File: config.mk
export PLATFORM = sky130hd
export DESIGN_NAME = half_single_float_converter_core
export DESIGN_NICKNAME = d
export VERILOG_FILES = /design/src/rtl/core/hsfc_pkg.sv /design/src/rtl/core/half_single_float_converter_core.sv /design/src/rtl/core/hsfc_decode.sv /design/src/rtl/core/hsfc_align.sv /design/src/rtl/core/hsfc_pack.sv
export SDC_FILE = /design/constraint.sdc
export NUM_CORES = 1
export LEC_CHECK = 0
export BUFFER_PORTS_ARGS = -buffer_cell sky130_fd_sc_hd__buf_2
export CORE_ASPECT_RATIO = 2
export CORE_MARGIN = 3
export CORE_UTILIZATION = 45
export CTS_BUF_LIST = sky130_fd_sc_hd__clkbuf_4 sky130_fd_sc_hd__clkbuf_8
export CTS_CLUSTER_SIZE = 14
export DETAILED_ROUTE_END_ITERATION = 10
export GPL_ROUTABILITY_DRIVEN = 0
export PLACE_DENSITY = 0.78
export SYNTH_ARGS = -nofsm -noshare
export SYNTH_HDL_FRONTEND = slang
export SYNTH_SLANG_ARGS = --single-unit
File: constraint.sdc
create_clock -name clk_i -period 3.7 [get_ports clk_i]
set_input_delay 0.74 -clock clk_i [delete_from_list [all_inputs] [get_ports clk_i]]
set_output_delay 0.74 -clock clk_i [all_outputs]
set_load 0.1 [all_outputs]
File: src/rtl/core/hsfc_pkg.sv
// Package for the half/single float converter core.
// Holds the opcode and shift-kind codes, the inter-stage structs and format constants.
// Has no dependencies.
`default_nettype none

package hsfc_pkg;

  typedef enum logic {
    OP_H2S = 1'b0,
    OP_S2H = 1'b1
  } op_e;

  typedef enum logic [1:0] {
    SHIFT_NONE  = 2'd0,
    SHIFT_LEFT  = 2'd1,
    SHIFT_RIGHT = 2'd2
  } shift_e;

  localparam logic [4:0] HalfExpMax   = 5'h1F;
  localparam logic [7:0] SingleExpMax = 8'hFF;
  localparam logic [7:0] HalfToSingle = 8'd112;
  localparam logic [7:0] SubnormBase  = 8'd113;
  localparam logic [7:0] OverflowExp  = 8'd143;
  localparam logic [7:0] UnderflowExp = 8'd102;

  typedef struct packed {
    op_e        op;
    logic       sign;
    shift_e     shift;
    logic [3:0] shamt;
    logic [7:0] expo;
    logic [9:0] frac;
    logic       nan;
  } dec_t;

  typedef struct packed {
    op_e        op;
    logic       sign;
    logic [7:0] expo;
    logic [9:0] frac;
    logic       nan;
  } aln_t;

endpackage

`default_nettype wire

File: src/rtl/core/half_single_float_converter_core.sv
// Top level of the half/single float converter core.
// Chains hsfc_decode, hsfc_align and hsfc_pack; depends on hsfc_pkg.
//
// Usage:
//   Raise start_i with opcode_i and operand_bits_i; the transaction is taken at
//   that rising edge (busy_o is always low, so every start is taken).
//   opcode_i = 0 converts the half in operand_bits_i[15:0] to single,
//   opcode_i = 1 converts the single in operand_bits_i to half (truncating).
//   The result appears on result_bits_o for one cycle with done_o high, after
//   passing the decode, align and pack registers in that order;
//   half results sit in bits 15:0.
//   Throughput is one transaction per cycle: three register stages
//   (decode, align, pack) each pass one item per cycle.
//   Results leave in start order. The receiver cannot stall, so a result is
//   taken in the cycle done_o is high.
//   Reset (rst_ni low) clears all stage valid bits; items in flight are dropped.
`default_nettype none

module half_single_float_converter_core
  import hsfc_pkg::*;
(
  input  wire logic        clk_i,
  input  wire logic        rst_ni,
  input  wire logic        start_i,
  output logic             busy_o,
  input  wire logic        opcode_i,
  input  wire logic [31:0] operand_bits_i,
  output logic             done_o,
  output logic [31:0]      result_bits_o
);

  logic dec_valid;
  dec_t dec;
  logic aln_valid;
  aln_t aln;

  assign busy_o = 1'b0;

  hsfc_decode u_decode (
    .clk_i          (clk_i),
    .rst_ni         (rst_ni),
    .valid_i        (start_i),
    .opcode_i       (opcode_i),
    .operand_bits_i (operand_bits_i),
    .valid_o        (dec_valid),
    .dec_o          (dec)
  );

  hsfc_align u_align (
    .clk_i   (clk_i),
    .rst_ni  (rst_ni),
    .valid_i (dec_valid),
    .dec_i   (dec),
    .valid_o (aln_valid),
    .aln_o   (aln)
  );

  hsfc_pack u_pack (
    .clk_i    (clk_i),
    .rst_ni   (rst_ni),
    .valid_i  (aln_valid),
    .aln_i    (aln),
    .valid_o  (done_o),
    .result_o (result_bits_o)
  );

endmodule

`default_nettype wire

File: src/rtl/core/hsfc_decode.sv
// First stage of the converter: classifies the operand and computes exponent and shift.
// Depends on hsfc_pkg.
`default_nettype none

module hsfc_decode
  import hsfc_pkg::*;
(
  input  wire logic        clk_i,
  input  wire logic        rst_ni,
  input  wire logic        valid_i,
  input  wire logic        opcode_i,
  input  wire logic [31:0] operand_bits_i,
  output logic             valid_o,
  output dec_t             dec_o
);

  logic       valid_q;
  dec_t       dec_d, dec_q;
  logic [4:0] h_exp;
  logic [9:0] h_man;
  logic [7:0] s_exp;
  logic [3:0] lz;

  assign h_exp = operand_bits_i[14:10];
  assign h_man = operand_bits_i[9:0];
  assign s_exp = operand_bits_i[30:23];

  always_comb begin
    lz = 4'd0;
    for (int i = 0; i < 10; i++) begin
      if (h_man[i]) begin
        lz = 4'(10 - i);
      end
    end
  end

  always_comb begin
    dec_d       = '0;
    dec_d.op    = op_e'(opcode_i);
    dec_d.shift = SHIFT_NONE;
    if (op_e'(opcode_i) == OP_H2S) begin
      dec_d.sign = operand_bits_i[15];
      dec_d.frac = h_man;
      if (h_exp == 5'd0) begin
        if (h_man != 10'd0) begin
          dec_d.shift = SHIFT_LEFT;
          dec_d.shamt = lz;
          dec_d.expo  = SubnormBase - {4'd0, lz};
        end
      end else if (h_exp == HalfExpMax) begin
        dec_d.expo = SingleExpMax;
        dec_d.nan  = (h_man != 10'd0);
      end else begin
        dec_d.expo = {3'd0, h_exp} + HalfToSingle;
      end
    end else begin
      dec_d.sign = operand_bits_i[31];
      if (s_exp == SingleExpMax) begin
        dec_d.expo = {3'd0, HalfExpMax};
        dec_d.frac = operand_bits_i[22:13];
        dec_d.nan  = (operand_bits_i[22:0] != 23'd0);
      end else if (s_exp == 8'd0 || s_exp < UnderflowExp) begin
        dec_d.frac = 10'd0;
      end else if (s_exp >= OverflowExp) begin
        dec_d.expo = {3'd0, HalfExpMax};
      end else if (s_exp < SubnormBase) begin
        dec_d.shift = SHIFT_RIGHT;
        dec_d.shamt = 4'(SubnormBase - s_exp);
        dec_d.frac  = operand_bits_i[22:13];
      end else begin
        dec_d.expo = s_exp - HalfToSingle;
        dec_d.frac = operand_bits_i[22:13];
      end
    end
  end

  always_ff @(posedge clk_i or negedge rst_ni) begin
    if (!rst_ni) begin
      valid_q <= 1'b0;
    end else begin
      valid_q <= valid_i;
    end
  end

  always_ff @(posedge clk_i) begin
    dec_q <= dec_d;
  end

  assign valid_o = valid_q;
  assign dec_o   = dec_q;

endmodule

`default_nettype wire

File: src/rtl/core/hsfc_align.sv
// Second stage of the converter: normalizes half subnormals and denormalizes small singles.
// Depends on hsfc_pkg.
`default_nettype none

module hsfc_align
  import hsfc_pkg::*;
(
  input  wire logic clk_i,
  input  wire logic rst_ni,
  input  wire logic valid_i,
  input  wire dec_t dec_i,
  output logic      valid_o,
  output aln_t      aln_o
);

  logic        valid_q;
  aln_t        aln_d, aln_q;
  logic [10:0] shl;
  logic [10:0] shr;

  assign shl = {1'b0, dec_i.frac} << dec_i.shamt;
  assign shr = {1'b1, dec_i.frac} >> dec_i.shamt;

  always_comb begin
    aln_d.op   = dec_i.op;
    aln_d.sign = dec_i.sign;
    aln_d.expo = dec_i.expo;
    aln_d.nan  = dec_i.nan;
    unique case (dec_i.shift)
      SHIFT_LEFT:  aln_d.frac = shl[9:0];
      SHIFT_RIGHT: aln_d.frac = shr[9:0];
      default:     aln_d.frac = dec_i.frac;
    endcase
  end

  always_ff @(posedge clk_i or negedge rst_ni) begin
    if (!rst_ni) begin
      valid_q <= 1'b0;
    end else begin
      valid_q <= valid_i;
    end
  end

  always_ff @(posedge clk_i) begin
    aln_q <= aln_d;
  end

  assign valid_o = valid_q;
  assign aln_o   = aln_q;

endmodule

`default_nettype wire

File: src/rtl/core/hsfc_pack.sv
// Last stage of the converter: packs sign, exponent and fraction into the result word.
// Depends on hsfc_pkg.
`default_nettype none

module hsfc_pack
  import hsfc_pkg::*;
(
  input  wire logic        clk_i,
  input  wire logic        rst_ni,
  input  wire logic        valid_i,
  input  wire aln_t        aln_i,
  output logic             valid_o,
  output logic [31:0]      result_o
);

  logic        valid_q;
  logic [31:0] result_d, result_q;

  always_comb begin
    unique case (aln_i.op)
      OP_H2S:  result_d = {aln_i.sign, aln_i.expo, aln_i.frac, 12'd0, aln_i.nan};
      default: result_d = {16'd0, aln_i.sign, aln_i.expo[4:0],
                           aln_i.frac[9:1], aln_i.frac[0] | aln_i.nan};
    endcase
  end

  always_ff @(posedge clk_i or negedge rst_ni) begin
    if (!rst_ni) begin
      valid_q <= 1'b0;
    end else begin
      valid_q <= valid_i;
    end
  end

  always_ff @(posedge clk_i) begin
    result_q <= result_d;
  end

  assign valid_o  = valid_q;
  assign result_o = result_q;

endmodule

`default_nettype wire
Word-level counts from Yosys, hierarchy flattened
Cells that the tools add are included.
{"block": "word_totals", "elab_cells": 66, "output_inout_bits": 34, "ff_bits": 83}
{"block": "classes", "bitwise": 1, "n_mux": 29, "magnitude_cmp": 3, "reduce_logical": 5, "n_eq_ne": 4, "n_shift": 2, "addsub": 4}
{"cell": "$mux 4", "n": 10}
{"cell": "$mux 8", "n": 4}
{"cell": "$mux 26", "n": 1}
{"cell": "$reduce_bool 23->1", "n": 1}
{"cell": "$mux 10", "n": 2}
{"cell": "$pmux 10 s2", "n": 1}
{"cell": "$mux 18", "n": 1}
{"cell": "$mux 6", "n": 3}
{"cell": "$lt 8x7->1 const B", "n": 2}
{"cell": "$mux 16", "n": 1}
{"cell": "$mux 14", "n": 1}
{"cell": "$mux 13", "n": 1}
{"cell": "$shr 11x4->10", "n": 1}
{"cell": "$reduce_bool 10->1", "n": 1}
{"cell": "$shl 10x4->10", "n": 1}
{"cell": "$add 5x7->8 const B", "n": 1}
{"cell": "$eq 8x8->1 const B", "n": 1}
{"cell": "$ge 8x8->1 const B", "n": 1}
{"cell": "$logic_not 8->1", "n": 1}
{"cell": "$sub 7x4->8 const A", "n": 1}
{"cell": "$sub 8x7->8 const B", "n": 1}
{"cell": "$eq 5x5->1 const B", "n": 1}
{"cell": "$logic_not 5->1", "n": 1}
{"cell": "$mux 5", "n": 1}
{"cell": "other kinds (6)", "n": 8}

Depth between registers and ports, before layout
Gate-level depths: netlist of run 1.
{"block": "logic_depth", "word_depth": 14, "ltp_mapped": 9, "mapped_depth_nobuf": 9}

Hierarchy
A second synthesis of run 1 with hierarchy kept.
{"block": "hier_totals", "cells_unflattened": 350, "hier_area_um2": 3702.3}
{"mod": "hsfc_align", "area_each_um2": 1402.6, "cells_each": 133, "seq_area_each_um2": 445.4, "n_inst": 1}
{"mod": "hsfc_decode", "area_each_um2": 1381.3, "cells_each": 147, "seq_area_each_um2": 565.5, "n_inst": 1}
{"mod": "hsfc_pack", "area_each_um2": 907.1, "cells_each": 68, "seq_area_each_um2": 665.6, "n_inst": 1}
{"mod": "half_single_float_converter_core", "area_each_um2": 11.3, "cells_each": 2, "seq_area_each_um2": 0.0, "n_inst": 1}

Least setup slack after synthesis of run 1
Ideal clock, no wire load.
{"block": "synth_path", "kind": "input port to flip-flop", "from": "input port operand_bits_i[1]", "to": "register u_decode.dec_q, in the netlist u_decode.dec_o[13]", "n_path_buf": 0, "arrival_time_ns": 1.981, "setup_slack_ns": 1.599, "stages": 7, "required_ns": 3.580, "cell_sequence": "nor2_1 a211oi_1 or3_1 a21oi_1 inv_1 ha_1 a211o_2"}
{"element": "from (decl)", "line": "half_single_float_converter_core.sv:27", "source": "input wire logic [31:0] operand_bits_i,"}
{"element": "to (signal assigned)", "line": "hsfc_decode.sv:86", "source": "dec_q <= dec_d;"}
{"element": "to (decl)", "line": "hsfc_decode.sv:18", "source": "dec_t dec_d, dec_q;"}

==> results_dict.tcl, run 1 <==
set metrics [dict create \
    fin_worst_skew_ns 0.0100 \
    grt.overflow.total 0 \
    power.density_cell_area_mw_per_mm2 469 \
    numPortBuffers 68 \
    setup_viol 0 \
    timing.final.hold_violations 0 \
    die-height_um 135 \
    detail_route.iter0.violations 126 \
    number_of_synthesized_flops_with_an_enable_pin 0 \
    crit_arrival_ns 2.60 \
    crit_family "flip-flops" \
    finalNonFillerCells 533 \
    crit_path_top_delay_cell "sky130_fd_sc_hd__dfxtp_1" \
    reg2reg_depth 5 \
    crit_path_cell_trace "buf_4 > mux4_2 > a21oi_1 > nand2_1 > a32o_1" \
    max_stage_delay_ns 0.86 \
    async_set_or_reset_register_ratio_after_synthesis 0.0361 \
    clk_root_buffer_cell "sky130_fd_sc_hd__clkbuf_8" \
    worst-path-buf-inv 1 \
    worstSetupEndpointType "flip-flop" \
    slew_headroom 0.292 \
    num_antenna_cells 0 \
    syn_inst 374 \
    synthesis.area_mm2 0.00373 \
    remaining_drc_errors 0 \
    layout-drive-gt1-share 0.259 \
    cts-buffers-inserted 9 \
    placed_cells_incl_taps 517 \
    drv.max_cap_violation_count 0 \
    via_count 3021 \
    grt_pass1_wl_um 14100 \
    worst_setup_path_start_kind "flip-flop" \
    antenna_left 0 \
    postSynthNetCount 418 \
    grt_antenna_before_repair 0 \
    outcome "finished clean" \
    std_cell_rows 46 \
    final.fill_count 741 \
    routed_via_density 5.67 \
    worst_path_class_setup "flip-flop to flip-flop" \
    nets 476 \
    wl_per_cell_um 16.0 \
    chipWidth_um 70.4 \
    rsz_0062_raised_after_global_routing "false" \
    start_util 0.466 \
    static-leakage-power_nw 1.77 \
    cts.sinks 83 \
    postSynth.topFlopCell "sky130_fd_sc_hd__dfxtp_1" \
    required_time_reported_for_the_critical_path_endpoint_ns 3.95 \
    place.detailed.hpwl_um 6570 \
    timing.final.ws_setup_ns 1.36 \
    synth_seq_area_share 0.450 \
    area_growth_pct 13.9 \
    share_of_the_clock_period_used_by_the_worst_path_after_layout 0.633 \
    syn_avg_cell_area_um2 9.97 \
    post-place-ws_ns 1.35 \
    clock_tree_from_tritoncts "yes" \
    design.die.area_mm2 0.00948 \
    setup-tns-final_ns 0 \
    globalRouteTotalUtil 0.189 \
    cts.hold.buffers_added 0 \
    wirelength_um 8510 \
    final_period_minus_worst_setup_slack_ns 2.34 \
    ctsLongestPathBuffers 2 \
    yosysUniqueCellTypes 71 \
    yosysWarnings 0 \
    core_area_mm2 0.00800 \
    firstDrtPassIters 4 \
    final_max_slew_viol_count 0 \
    setup_fix_bufs_post_cts 0 \
    final_core_utilization 0.530 \
    first_global_vias 3055 \
    clk_transition_reported_paths_ns 0.08 \
    path_max_fanout 20 \
    post_cts_resize_count 0 \
    number_of_cells_on_the_critical_path 5 \
    synth.ff_latch_count 83 \
    rrSetupSlack_ns 1.36 \
    max_freq_ghz 0.427 \
    grt_start_max_net_pins 33 \
    insertion_delay_ns 0.36 \
    ctsHtreeMaxLevel 3 \
    ir_drop_mv 0.210 \
    io_pins 70 \
    worstMarginPinSlew_ns 1.06 \
    holdCritPathClass "input port to asynchronous set/reset pin" \
]
==> area by class of cell <==
| cell class | count | area [um2] | share of cell area |
|---|---|---|---|
| Tap cell | 96 | 120 | 0.0283 |
| Clock buffer | 9 | 124 | 0.0292 |
| Timing Repair Buffer | 69 | 348 | 0.0820 |
| Sequential cell | 83 | 1680 | 0.395 |
| Clock inverter | 7 | 65.1 | 0.0153 |
| Multi-Input combinational cell | 252 | 1850 | 0.435 |
| Inverter | 17 | 63.8 | 0.0150 |
==> through the flow <==
stage,instance area (um2),hold slack (ns),power (mW)
after floorplan,3730,0.310,1.31
after global placement,4060,0.310,1.40
after detailed placement,4060,0.312,1.41
after CTS,4240,0.140,2.01
after global routing,4240,0.141,2.09
final,4240,0.157,1.99
==> logic make-up after synthesis <==
kind of cell / share of synthesized area
and+or+nand+nor: 0.183
other: 0.00101
muxes: 0.0816
AOI/OAI and AO/OA: 0.201
adders and majority gates: 0.0269
DFF: 0.450
xor gates and xnor gates: 0.00235
buffers and inverters: 0.0547
==> registers in the layout (all words and copies together), names as in the netlist <==
name and cells:
u_decode.dec_o 27, u_align.aln_o 21, u_align.valid_o 1, u_pack.result_o 32
u_pack.valid_o 1, u_decode.valid_o 1
==> per-layer routing <==
layer,vias to the layer above,track usage,part of all wire
li1,1461,-,-
met4,0,0.160,0.069
met5,-,0,0
met1,1382,0.180,0.33
met3,42,0.0313,0.053
met2,136,0.341,0.55
==> synth_stat cells (2+ instances only) <==
| cell | count | area, um2 |
|---|---|---|
| sky130_fd_sc_hd__mux4_2 | 2 | 45.0 |
| sky130_fd_sc_hd__nor4_1 | 3 | 18.8 |
| sky130_fd_sc_hd__nand2_1 | 23 | 86.3 |
| sky130_fd_sc_hd__mux2i_1 | 15 | 150 |
| sky130_fd_sc_hd__o31a_1 | 2 | 17.5 |
| sky130_fd_sc_hd__o21ai_1 | 2 | 10.0 |
| sky130_fd_sc_hd__nor2b_1 | 21 | 131 |
| sky130_fd_sc_hd__buf_1 | 2 | 7.51 |
| sky130_fd_sc_hd__a31oi_1 | 2 | 12.5 |
| sky130_fd_sc_hd__buf_6 | 4 | 45.0 |
| sky130_fd_sc_hd__o22a_1 | 2 | 17.5 |
| sky130_fd_sc_hd__a211oi_1 | 7 | 52.6 |
| sky130_fd_sc_hd__a22o_2 | 3 | 30.0 |
| sky130_fd_sc_hd__a221o_1 | 2 | 20.0 |
| sky130_fd_sc_hd__a32o_1 | 3 | 30.0 |
| sky130_fd_sc_hd__o21a_1 | 2 | 15.0 |
| sky130_fd_sc_hd__dfxtp_1 | 80 | 1600 |
| sky130_fd_sc_hd__o21bai_1 | 2 | 15.0 |
| sky130_fd_sc_hd__inv_1 | 17 | 63.8 |
| sky130_fd_sc_hd__a22o_1 | 11 | 96.3 |
| sky130_fd_sc_hd__a41o_1 | 2 | 20.0 |
| sky130_fd_sc_hd__and2_1 | 15 | 93.8 |
| sky130_fd_sc_hd__o31ai_1 | 2 | 15.0 |
| sky130_fd_sc_hd__nor2_1 | 25 | 93.8 |
| sky130_fd_sc_hd__o221ai_1 | 2 | 17.5 |
| sky130_fd_sc_hd__a21o_1 | 3 | 22.5 |
| sky130_fd_sc_hd__clkbuf_1 | 10 | 37.5 |
| sky130_fd_sc_hd__ha_1 | 8 | 100 |
| sky130_fd_sc_hd__mux2_2 | 6 | 67.6 |
| sky130_fd_sc_hd__nand3_1 | 9 | 45.0 |
| sky130_fd_sc_hd__buf_2 | 3 | 15.0 |
| sky130_fd_sc_hd__buf_4 | 2 | 15.0 |
| sky130_fd_sc_hd__a21oi_1 | 14 | 70.1 |
| sky130_fd_sc_hd__nor3_1 | 4 | 20.0 |
| sky130_fd_sc_hd__nand2b_1 | 7 | 43.8 |
| sky130_fd_sc_hd__dfrtp_1 | 3 | 75.1 |
| sky130_fd_sc_hd__nor4_4 | 2 | 42.5 |
| sky130_fd_sc_hd__o21ai_0 | 12 | 60.1 |
| sky130_fd_sc_hd__a311oi_1 | 2 | 17.5 |
| sky130_fd_sc_hd__o211ai_1 | 6 | 45.0 |
| sky130_fd_sc_hd__a22oi_1 | 2 | 15.0 |
==> power by group <==
part | total [mW] | internal, mW | switching [mW]
registers | 0.995 | 0.957 | 0.0388
clock network | 0.604 | 0.261 | 0.343
logic | 0.391 | 0.104 | 0.287
==> cells in the final DEF (no fill, tap or decap), types with 3 or more instances in the layout <==
master,Yosys,final
sky130_fd_sc_hd__a32o_1,3,3
sky130_fd_sc_hd__a21o_1,3,3
sky130_fd_sc_hd__nand2_1,23,23
sky130_fd_sc_hd__nor2_1,25,25
sky130_fd_sc_hd__ha_1,8,8
sky130_fd_sc_hd__a211oi_1,7,7
sky130_fd_sc_hd__mux2_2,6,6
sky130_fd_sc_hd__inv_1,17,17
sky130_fd_sc_hd__nand2b_1,7,7
sky130_fd_sc_hd__a22o_2,3,3
sky130_fd_sc_hd__buf_2,3,68
sky130_fd_sc_hd__o21ai_0,12,12
sky130_fd_sc_hd__a21oi_1,14,14
sky130_fd_sc_hd__o211ai_1,6,6
sky130_fd_sc_hd__dfrtp_1,3,3
sky130_fd_sc_hd__mux2i_1,15,15
sky130_fd_sc_hd__dfxtp_1,80,80
sky130_fd_sc_hd__nor2b_1,21,21
sky130_fd_sc_hd__and2_1,15,15
sky130_fd_sc_hd__a22o_1,11,11
sky130_fd_sc_hd__nand3_1,9,9
sky130_fd_sc_hd__clkbuf_8,0,9
sky130_fd_sc_hd__inv_6,0,3
sky130_fd_sc_hd__nor4_1,3,3
sky130_fd_sc_hd__nor3_1,4,4
==> final timing paths <==
path                                    start                end
max                        u_decode.dec_o[19]   u_align.aln_o[8]
min                                    rst_ni   u_decode.valid_o
max reg2reg                u_decode.dec_o[19]   u_align.aln_o[8]
min reg2reg                u_decode.dec_o[26]  u_align.aln_o[20]
max in group asynchronous              rst_ni     u_pack.valid_o
min in group clk_i         u_decode.dec_o[26]  u_align.aln_o[20]
Power figures use the tool's default switching activity.
==> run 2: changes to the inputs <==
PLACE_DENSITY = 0.8   (was 0.78)
clock period = 2.15 ns   (was 3.7 ns; I/O delays follow)
==> results_dict.tcl, run 2 (same netlist as run 1, synthesis figures left out) <==
set metrics [dict create \
    worst_r2r_startpoint "u_decode.dec_o[24]" \
    rrSetupSlack_ns 0.17 \
    routed_via_density 5.66 \
    timing.final.hold_violations 0 \
    die-height_um 135 \
    fin_worst_skew_ns 0.00793 \
    antenna_left 0 \
    globalRouteTotalUtil 0.192 \
    static-leakage-power_nw 1.82 \
    setup_viol 0 \
    first_global_vias 3086 \
    rsz_0062_raised_after_global_routing "false" \
    nets 486 \
    clk_transition_reported_paths_ns 0.09 \
    max_freq_ghz 0.506 \
    power.density_cell_area_mw_per_mm2 783 \
    slew_headroom 0.608 \
    numPortBuffers 68 \
    cts-buffers-inserted 9 \
    via_count 3074 \
    worst_path_class_setup "flip-flop to flip-flop" \
    most_common_cell_after_layout_fill_and_taps_aside "sky130_fd_sc_hd__dfxtp_1" \
    clk_root_buffer_cell "sky130_fd_sc_hd__clkbuf_8" \
    worst_setup_path_start_kind "flip-flop" \
    post_cts_resize_count 0 \
    required_time_reported_for_the_critical_path_endpoint_ns 2.44 \
    firstDrtPassIters 4 \
    finalNonFillerCells 543 \
    grt_antenna_before_repair 0 \
    placed_cells_incl_taps 526 \
    worstHoldPathCells 1 \
    num_antenna_cells 0 \
    setup-tns-final_ns 0 \
    path_max_fanout 10 \
    grt_start_max_net_pins 30 \
    worstHoldStart "start_i" \
    final_period_minus_worst_setup_slack_ns 1.98 \
    reg2reg_depth 7 \
    wl_per_cell_um 15.9 \
    wirelength_um 8640 \
    final.fill_count 738 \
    remaining_drc_errors 0 \
    critical_path.reg2reg.endpoint "u_align.aln_o[2]" \
    clock_tree_from_tritoncts "yes" \
    ctsHtreeMaxLevel 3 \
    ir_drop_mv 0.412 \
    io_pins 70 \
    share_of_the_clock_period_used_by_the_worst_path_after_layout 0.919 \
    hold_path_end "u_decode.valid_o" \
    detail_route.iter0.violations 139 \
    worstSetupEndpointType "flip-flop" \
    worstMarginPinSlew_ns 0.587 \
    commonest_cells_after_routing_fill_and_taps_aside "sky130_fd_sc_hd__dfxtp_1 (80), sky130_fd_sc_hd__buf_2 (68), sky130_fd_sc_hd__nor2_1 (25), sky130_fd_sc_hd__nand2_1 (23), sky130_fd_sc_hd__nor2b_1 (21)" \
    std_cell_rows 46 \
    area_growth_pct 15.9 \
    place.detailed.hpwl_um 6590 \
    cts.sinks 83 \
    grt_pass1_wl_um 14300 \
    layout-drive-gt1-share 0.273 \
    core_area_mm2 0.00800 \
    start_util 0.466 \
    final_max_slew_viol_count 0 \
    ctsLongestPathBuffers 2 \
    drv.max_cap_violation_count 0 \
    crit_arrival_ns 2.27 \
    grt.overflow.total 0 \
    holdCritPathClass "input port to flip-flop" \
    largest_register_ff_count 32 \
    insertion_delay_ns 0.36 \
    chipWidth_um 70.4 \
    design.die.area_mm2 0.00948 \
    outcome "finished clean" \
]
## run 2: cell count changes in the layout (fill, tap and decap cells not counted)
cell	before	now
sky130_fd_sc_hd__buf_12	0	1
sky130_fd_sc_hd__buf_4	1	9
sky130_fd_sc_hd__clkinv_2	0	2
sky130_fd_sc_hd__clkinvlp_4	1	2
sky130_fd_sc_hd__dlygate4sd3_1	0	1
sky130_fd_sc_hd__inv_6	3	2
sky130_fd_sc_hd__inv_8	2	0
## run 2: where the power goes
group	switching [mW]	internal [mW]	leakage, nW
combinational	0.505	0.187	1.03
clock	0.562	0.424	0.0860
sequential	0.0593	1.65	0.700
## run 2: worst max path at each step
stage | slack [ns] | end | start
6_report | 0.17 | u_align.aln_o[2] | u_decode.dec_o[24]
5_1_grt | 0.04 | u_align.aln_o[2] | u_decode.dec_o[24]
4_1_cts | 0.19 | u_align.aln_o[2] | u_decode.dec_o[24]
3_5_place_dp | 0.13 | u_decode.dec_o[13] | operand_bits_i[1]
3_3_place_gp | 0.15 | u_decode.dec_o[13] | operand_bits_i[1]
2_1_floorplan | 0.36 | u_decode.dec_o[13] | operand_bits_i[1]
## run 2: metal layers
metal,share of wire,routed length [um],global-route usage,vias up
li1,-,-,-,1479
met1,0.34,2950,0.177,1440
met2,0.55,4770,0.349,119
met3,0.047,403,0.0440,36
met4,0.058,505,0.154,0
met5,0,0,0,-
## run 2: layout make-up
class / count / area, um2 / share of cell area
multi-input combinational: 252 / 1850 / 0.427
sequential: 83 / 1680 / 0.388
timing repair buffer: 79 / 438 / 0.101
clock buffer: 9 / 124 / 0.0287
tap: 96 / 120 / 0.0278
inverter: 17 / 63.8 / 0.0148
clock inverter: 7 / 51.3 / 0.0119
## run 2: metrics by stage
step / hold WS (ns) / setup WS (ns) / total power [mW] / instance area, um2 / utilization
after floorplan: 0.134 / 0.359 / 2.26 / 3730 / -
after global placement: 0.224 / 0.150 / 2.42 / 4140 / 0.517
after detailed placement: 0.227 / 0.130 / 2.43 / 4140 / 0.517
after CTS: 0.152 / 0.194 / 3.41 / 4320 / 0.540
after global routing: 0.154 / 0.0357 / 3.54 / 4320 / 0.540
final: 0.163 / 0.173 / 3.38 / 4320 / 0.540
## run 2: critical path: stages (launching register included)
cell	delay, ns
sky130_fd_sc_hd__dfxtp_1	0.32
sky130_fd_sc_hd__inv_1	0.05
sky130_fd_sc_hd__ha_1	0.41
sky130_fd_sc_hd__nand2b_1	0.18
sky130_fd_sc_hd__nor2_1	0.32
sky130_fd_sc_hd__a211oi_1	0.10
sky130_fd_sc_hd__a211oi_1	0.29
sky130_fd_sc_hd__o31a_1	0.23
## run 2: repair_timing
item	in CTS	in global routing
buffers inserted	0	0
endpoints found under the hold margin	3	0
hold buffers	1	0
